## src/rtl/aspsch_pkg.sv

```systemverilog
// Shared constants for the sensor poll scheduler.
// No dependencies.
package aspsch_pkg;

    localparam int          ENTRIES_DEF = 28;  // number of sensor slots
    localparam int          SLOT_W      = 5;   // slot field width on the ports
    localparam int          LIMIT_W     = 8;   // retry limit / counter width
    localparam logic [7:0]  LIMIT_RST   = 8'd2;

endpackage

```

## src/rtl/active_sensor_poll_scheduler_top.sv

```systemverilog
// Sensor poll scheduler: retry counter memory, dynamic and idle slot scans.
// Depends on aspsch_pkg.
//
// Each input word is either a sensor-answered event (tuser = 0), which loads
// that slot's retry counter with the retry limit and gives no output, or a
// poll request (tuser = 1), which gives one output word with the chosen slot.
// Counters live in a synchronous memory read one slot per cycle; in dynamic
// phase a poll request scans from the dynamic pointer to the end of the table,
// and if nothing is found there, over all ENTRIES slots from the idle pointer;
// out of dynamic phase it goes straight to the idle scan. The slowest request
// is one whose dynamic pass from slot 0 finds nothing, so that a full idle scan
// follows; the cost is set by the one-read-per-cycle memory port, and the input
// is ready again as the output register is loaded. One word is processed at a
// time; a new word is taken while the previous result waits in the output
// register. Counters read as zero until first written, so no clearing pass
// follows reset.
module active_sensor_poll_scheduler_top
    import aspsch_pkg::*;
#(
    parameter int ENTRIES = ENTRIES_DEF
) (
    input  logic               i_clk,
    input  logic               i_rst_n,
    // configuration: retry limit
    input  logic               i_cfg_wr_en,
    input  logic [LIMIT_W-1:0] i_cfg_wr_data,
    // input stream
    input  logic               i_s_axis_tvalid,
    output logic               o_s_axis_tready,
    input  logic [7:0]         i_s_axis_tdata,   // [4:0] sensor_slot
    input  logic               i_s_axis_tuser,   // [0] kind
    // output stream
    output logic               o_m_axis_tvalid,
    input  logic               i_m_axis_tready,
    output logic [7:0]         o_m_axis_tdata,   // [4:0] poll_slot
    output logic               o_m_axis_tuser    // [0] none_found
);

    localparam int IW = (ENTRIES > 1) ? $clog2(ENTRIES) : 1;
    localparam int CW = $clog2(ENTRIES + 1);

    typedef enum logic [1:0] {S_IDLE, S_DYN, S_IDL, S_OUT} t_state;

    // registers
    t_state             r_state,     n_state;
    logic [LIMIT_W-1:0] r_limit;
    logic [ENTRIES-1:0] r_vld,       n_vld;
    logic [IW-1:0]      r_dyn_ptr,   n_dyn_ptr;
    logic [CW-1:0]      r_idle_ptr,  n_idle_ptr;
    logic               r_dyn_phase, n_dyn_phase;
    logic [CW-1:0]      r_served,    n_served;
    logic [IW-1:0]      r_iss_addr,  n_iss_addr;
    logic [CW-1:0]      r_iss_left,  n_iss_left;
    logic               r_pend,      n_pend;
    logic [IW-1:0]      r_pidx;
    logic [SLOT_W-1:0]  r_res_slot,  n_res_slot;
    logic               r_res_none,  n_res_none;
    logic               r_out_vld,   n_out_vld;
    logic [SLOT_W-1:0]  r_out_slot,  n_out_slot;
    logic               r_out_none,  n_out_none;

    // counter memory
    logic [LIMIT_W-1:0] mem [ENTRIES];
    logic [LIMIT_W-1:0] r_rd_data;
    logic               mem_we;
    logic [IW-1:0]      mem_wa;
    logic [LIMIT_W-1:0] mem_wd;
    logic               rd_en;

    logic               in_acc;
    logic [SLOT_W-1:0]  ev_slot;
    logic               ev_in_range;
    logic [LIMIT_W-1:0] cur_val;
    logic [CW-1:0]      served_inc;
    logic [IW-1:0]      idle_start;
    logic               dyn_last;
    logic [IW-1:0]      iss_next;

    assign o_s_axis_tready = (r_state == S_IDLE);
    assign in_acc          = i_s_axis_tvalid && o_s_axis_tready;
    assign ev_slot         = i_s_axis_tdata[SLOT_W-1:0];
    assign ev_in_range     = ({1'b0, ev_slot} < (SLOT_W+1)'(ENTRIES));

    // a slot never written reads as zero
    assign cur_val    = r_vld[r_pidx] ? r_rd_data : '0;
    assign served_inc = r_served + CW'(cur_val != '0);
    assign idle_start = (r_idle_ptr >= CW'(ENTRIES)) ? '0 : IW'(r_idle_ptr);
    assign dyn_last   = (r_pidx == IW'(ENTRIES - 1));
    assign iss_next   = (r_iss_addr == IW'(ENTRIES - 1)) ? '0 : IW'(r_iss_addr + 1'b1);
    assign rd_en      = ((r_state == S_DYN) || (r_state == S_IDL)) && (r_iss_left != '0);

    always_comb begin
        n_state     = r_state;
        n_vld       = r_vld;
        n_dyn_ptr   = r_dyn_ptr;
        n_idle_ptr  = r_idle_ptr;
        n_dyn_phase = r_dyn_phase;
        n_served    = r_served;
        n_iss_addr  = r_iss_addr;
        n_iss_left  = r_iss_left;
        n_pend      = 1'b0;
        n_res_slot  = r_res_slot;
        n_res_none  = r_res_none;
        n_out_vld   = r_out_vld;
        n_out_slot  = r_out_slot;
        n_out_none  = r_out_none;
        mem_we      = 1'b0;
        mem_wa      = r_pidx;
        mem_wd      = cur_val - 1'b1;

        if (r_out_vld && i_m_axis_tready) begin
            n_out_vld = 1'b0;
        end

        case (r_state)
            S_IDLE: begin
                if (in_acc) begin
                    if (!i_s_axis_tuser) begin
                        if (ev_in_range) begin
                            mem_we            = 1'b1;
                            mem_wa            = IW'(ev_slot);
                            mem_wd            = r_limit;
                            n_vld[IW'(ev_slot)] = 1'b1;
                        end
                    end else if (r_dyn_phase) begin
                        n_state    = S_DYN;
                        n_iss_addr = r_dyn_ptr;
                        n_iss_left = CW'(ENTRIES) - CW'(r_dyn_ptr);
                    end else begin
                        n_state    = S_IDL;
                        n_iss_addr = idle_start;
                        n_iss_left = CW'(ENTRIES);
                    end
                end
            end
            S_DYN, S_IDL: begin
                // issue one read per cycle, check the word read last cycle
                n_pend = rd_en;
                if (rd_en) begin
                    n_iss_addr = iss_next;
                    n_iss_left = r_iss_left - 1'b1;
                end
                if (r_pend && (r_state == S_DYN)) begin
                    if (dyn_last) begin
                        if (served_inc < CW'(ENTRIES)) begin
                            n_dyn_phase = 1'b0;
                        end
                        n_dyn_ptr = '0;
                        n_served  = '0;
                    end else begin
                        n_dyn_ptr = IW'(r_pidx + 1'b1);
                        n_served  = served_inc;
                    end
                    if (cur_val != '0) begin
                        mem_we     = 1'b1;
                        n_res_slot = SLOT_W'(r_pidx);
                        n_res_none = 1'b0;
                        n_state    = S_OUT;
                    end else if (dyn_last) begin
                        // dynamic pass found nothing: fall back to idle scan
                        n_state    = S_IDL;
                        n_pend     = 1'b0;
                        n_iss_addr = idle_start;
                        n_iss_left = CW'(ENTRIES);
                    end
                end else if (r_pend) begin
                    if (cur_val == '0) begin
                        n_idle_ptr  = CW'(r_pidx) + CW'(1);
                        n_res_slot  = SLOT_W'(r_pidx);
                        n_res_none  = 1'b0;
                        n_dyn_phase = 1'b1;
                        n_state     = S_OUT;
                    end else if (r_iss_left == '0) begin
                        n_res_slot  = '0;
                        n_res_none  = 1'b1;
                        n_dyn_phase = 1'b1;
                        n_state     = S_OUT;
                    end
                end
            end
            S_OUT: begin
                if (!r_out_vld || i_m_axis_tready) begin
                    n_out_vld  = 1'b1;
                    n_out_slot = r_res_slot;
                    n_out_none = r_res_none;
                    n_state    = S_IDLE;
                end
            end
            default: begin
                n_state = S_IDLE;
            end
        endcase
    end

    always_ff @(posedge i_clk) begin
        if (mem_we) begin
            mem[mem_wa] <= mem_wd;
        end
        if (rd_en) begin
            r_rd_data <= mem[r_iss_addr];
        end
    end

    always_ff @(posedge i_clk) begin
        if (!i_rst_n) begin
            r_state     <= S_IDLE;
            r_limit     <= LIMIT_RST;
            r_vld       <= '0;
            r_dyn_ptr   <= '0;
            r_idle_ptr  <= '0;
            r_dyn_phase <= 1'b0;
            r_served    <= '0;
            r_iss_left  <= '0;
            r_pend      <= 1'b0;
            r_out_vld   <= 1'b0;
        end else begin
            r_state     <= n_state;
            if (i_cfg_wr_en) begin
                r_limit <= i_cfg_wr_data;
            end
            r_vld       <= n_vld;
            r_dyn_ptr   <= n_dyn_ptr;
            r_idle_ptr  <= n_idle_ptr;
            r_dyn_phase <= n_dyn_phase;
            r_served    <= n_served;
            r_iss_left  <= n_iss_left;
            r_pend      <= n_pend;
            r_out_vld   <= n_out_vld;
        end
        r_iss_addr <= n_iss_addr;
        r_pidx     <= r_iss_addr;
        r_res_slot <= n_res_slot;
        r_res_none <= n_res_none;
        r_out_slot <= n_out_slot;
        r_out_none <= n_out_none;
    end

    assign o_m_axis_tvalid = r_out_vld;
    assign o_m_axis_tdata  = 8'(r_out_slot);
    assign o_m_axis_tuser  = r_out_none;

endmodule

```

## config.mk

```make
export PLATFORM = sky130hd
export DESIGN_NAME = active_sensor_poll_scheduler_top
export DESIGN_NICKNAME = d
export VERILOG_FILES = /design/src/rtl/aspsch_pkg.sv /design/src/rtl/active_sensor_poll_scheduler_top.sv
export SDC_FILE = /design/constraint.sdc
export NUM_CORES = 1
export LEC_CHECK = 0
export ABC_CLOCK_PERIOD_IN_PS = 10900
export BUFFER_PORTS_ARGS = -buffer_cell sky130_fd_sc_hd__buf_2
export CAP_MARGIN = 20
export CORE_ASPECT_RATIO = 1.25
export CORE_MARGIN = 3
export CORE_UTILIZATION = 67
export DETAILED_ROUTE_END_ITERATION = 10
export GPL_TIMING_DRIVEN = 0
export PLACE_DENSITY = 0.85
export SYNTH_ARGS = -nofsm -noshare
export SYNTH_HDL_FRONTEND = slang
export SYNTH_SLANG_ARGS = --single-unit
```

## constraint.sdc

```tcl
create_clock -name i_clk -period 10.9 [get_ports i_clk]
set_input_delay 2.18 -clock i_clk [delete_from_list [all_inputs] [get_ports i_clk]]
set_output_delay 2.18 -clock i_clk [all_outputs]
set_load 0.05 [all_outputs]
```

==> flow_metrics.env <==
export IMPL_outcome="finished, final reports clean"
export IMPL_core_rowCount=56
export IMPL_dieArea_mm2=0.02157
export IMPL_antenna_found_initial=0
export IMPL_synth_avg_cell_area_um2=14.83
export IMPL_r2r_start="r_pidx[0]"
export IMPL_cp_arrival_ns=5.06
export IMPL_initial_utilization=0.6947
export IMPL_setup_violations=0
export IMPL_clkLatencyLatePin_ns=0.56
export IMPL_cts_max_level=1
export IMPL_place_congestion=0.8941
export IMPL_dp_hpwl_um=20570
export IMPL_slew_violations=0
export IMPL_synth_seq_cells=315
export IMPL_vias=8077
export IMPL_grt_pass1_wl_um=47810
export IMPL_drtIter0Drc=929
export IMPL_critPathLaunchType="input port"
export IMPL_finalHoldViolCount=0
export IMPL_critPathCapture="mem[7][0]"
export IMPL_die_h_um=163.5
export IMPL_track_usage=0.2927
export IMPL_p_leak_uw=0.004920
export IMPL_ys_flop_type="edfxtp_1"
export IMPL_grt_overflow=0
export IMPL_cts_hold_buffers=0
export IMPL_post_route_period_util=0.4405
export IMPL_cts_inserted_buffers=29
export IMPL_dr_pass1_iters=6
export IMPL_avgRoutedWirePerCell_um=24.27
export IMPL_clockBufferDepth=3
export IMPL_synth_edf_count=249
export IMPL_place_area_mm2=0.01393
export IMPL_synth_area_mm2=0.01329
export IMPL_cts_root_buf="clkbuf_16"
export IMPL_ys_types=67
export IMPL_crit_path_end_kind="flop"
export IMPL_r2r_slack_ns=6.32
export IMPL_worstSetupPathType="in -> reg"
export IMPL_ir_worst_vdd_uv=208.0
export IMPL_powerDensity_mw_per_mm2=268.6
export IMPL_reg2reg_to="mem[9][2]"
export IMPL_ioPinCount=33
export IMPL_syn_inst=896
export IMPL_drc=0
export IMPL_synthToLayoutAreaGrowth_pct=12.09
export IMPL_crit_start="i_s_axis_tuser"
export IMPL_rsz0062_at_grt="no"
export IMPL_fin_tns_setup_ns=0
export IMPL_placement_io_buffers=23
export IMPL_critPathRequiredTime_ns=11.16
export IMPL_vias_per_cell=6.451
export IMPL_fillCellCount=1031
export IMPL_grt_pass1_vias=8234
export IMPL_antenna_cells=0
export IMPL_max_clock_freq_ghz=0.2083
export IMPL_stdcell_area_mm2=0.01489
export IMPL_max_cap_violations=0
export IMPL_die_w_um=132.0
export IMPL_grt_max_degree=29
export IMPL_async_flop_share=0
export IMPL_cts_setup_buffers=0
export IMPL_final_layout_size_suffix_gt1_frac=0.1988
export IMPL_clock_skew_ns=0.01105
export IMPL_hp_class="reg -> reg"
export IMPL_tritoncts="built"
export IMPL_cts_clk_slew_worst_paths_ns=0.07
export IMPL_synth_seq_area_share=0.6621
export IMPL_drt_wl_total_um=30390
export IMPL_ys_warn_count=0
export IMPL_relSlewSlack=0.2458
export IMPL_cts_sinks=315
export IMPL_hold_start="r_res_slot[0]"
export IMPL_worstRegToRegCells=11
export IMPL_layout_nets=1001
export IMPL_period_needed_ns=4.801
export IMPL_cts_resized=0
export IMPL_cp_max_fo=10
export IMPL_tightest_slew_ns=1.126
export IMPL_ant_nets=0
export IMPL_core_area_mm2=0.01913
==> per-stage QoR <==
stage               hold WS, ns    util  worst slack (ns)  cells  power (uW)
detailed placement       0.4045  0.7285             5.397   1196        2970
global placement         0.4013  0.7181             3.553   1182        2848
finish                   0.4189  0.7787             6.099   1252        4001
global route             0.4370  0.7787             6.028   1252        4153
floorplan                0.3746       -             5.801    898        2510
CTS                      0.4228  0.7779             6.041   1250        3994
==> worst min path at each step <==
stage                           to  slack (ns)  cells past startpoint
CTS                  r_out_slot[0]        0.42                      0
finish               r_out_slot[0]        0.42                      0
global placement    o_m_axis_tuser        0.40                      0
detailed placement   r_out_slot[0]        0.40                      0
floorplan                r_pidx[0]        0.37                      0
global route         r_out_slot[3]        0.44                      0
==> placed cells by master (no fill, tap or decap), types with 4 or more instances in the layout <==
cell	n
a31oi_1	4
nor2_1	145
nor2b_1	5
clkinv_1	7
ha_1	11
buf_1	8
buf_8	7
nor3b_1	5
a21oi_1	22
buf_4	6
nand3b_1	4
clkbuf_1	36
mux2i_1	25
edfxtp_1	249
nand3_1	12
o21a_1	4
buf_2	31
inv_1	16
nor3_1	14
xnor2_1	7
o211ai_1	4
a22oi_1	8
buf_6	5
clkbuf_16	29
mux4_2	68
o31ai_1	4
dfxtp_1	66
nand2_1	55
mux2_2	12
and2_1	5
nand2b_1	6
a211oi_1	7
bufinv_16	4
xor2_1	4
o21ai_0	26
a31oi_2	4
==> registers in the layout (all words and copies together), names as in the netlist <==
signal and count:
r_served 5, r_dyn_phase 1, r_res_slot 5, r_iss_addr 5
r_out_slot 5, r_dyn_ptr 5, r_idle_ptr 5, r_rd_data 8
mem 224, r_pidx 5, r_limit 8, o_m_axis_tuser 1
o_m_axis_tvalid 1, r_state 2, r_iss_left 5, r_res_none 1
r_vld 28, r_pend 1
==> layout make-up <==
cell class | instances | area, um^2 | share of cell area
clock buffer | 36 | 752.0 | 0.05049
buffer | 50 | 236.5 | 0.01588
sequential | 315 | 8798 | 0.5907
tap | 261 | 326.6 | 0.02193
timing repair buffer | 39 | 284.0 | 0.01907
multi-input combinational | 517 | 4244 | 0.2849
clock inverter | 18 | 192.7 | 0.01294
inverter | 16 | 60.06 | 0.004032
==> critical path: stages <==
cell	delay (ns)
buf_2	0.10
nand3b_1	0.34
a31oi_1	0.39
clkbuf_1	0.38
nand3_1	0.36
o21a_1	0.38
nor3_1	0.64
buf_4	0.29
==> logic make-up after synthesis <==
| logic type | after synthesis | share of synthesized area |
|---|---|---|
| flip-flops | 315 | 0.6621 |
| AND/OR/NAND/NOR | 271 | 0.09162 |
| AO/OA/AOI/OAI | 113 | 0.05782 |
| multiplexers | 108 | 0.1482 |
| buffers and inverters | 66 | 0.02232 |
| adder cells (fa/ha/maj) | 11 | 0.01036 |
| XOR/XNOR | 11 | 0.007250 |
| other | 1 | 0.0002822 |
==> cell usage after synthesis, drive strengths merged, types with 2 or more instances <==
cell type	n	share of area
a211o	2	0.0013
a211oi	7	0.0040
a21boi	2	0.0011
a21oi	25	0.010
a22oi	8	0.0045
a31o	3	0.0020
a31oi	8	0.0038
a41oi	3	0.0020
and2	5	0.0024
and3	3	0.0014
buf	20	0.0092
clkbuf	30	0.0086
dfxtp	66	0.099
edfxtp	249	0.56
ha	11	0.010
inv	16	0.0045
mux2	14	0.012
mux2i	25	0.019
mux4	69	0.12
nand2	55	0.016
nand2b	6	0.0028
nand3	12	0.0045
nand3b	4	0.0023
nand4	2	0.0021
nand4b	2	0.0018
nor2	145	0.041
nor2b	5	0.0024
nor3	14	0.0053
nor3b	5	0.0028
nor4	3	0.0014
o211ai	4	0.0023
o21a	4	0.0023
o21ai	30	0.011
o22ai	4	0.0034
o31ai	5	0.0039
or2	3	0.0014
or3	3	0.0014
xnor2	7	0.0046
xor2	4	0.0026
==> power by group <==
group	leakage (uW)	switching [uW]	total [uW]	internal, uW
sequential	0.00275	63.1	1630	1570
combinational	0.00172	831	1360	528
clock	0.000454	430	1010	584
==> metal layers <==
metal / vias up / global-route usage / part of all wire
met5: - / 0 / 0
li1: 3568 / - / -
met4: 0 / 0.1485 / 0.053
met3: 102 / 0.06069 / 0.084
met2: 470 / 0.4921 / 0.50
met1: 3937 / 0.3650 / 0.36
Note: power is estimated with default switching activity, not from simulation.
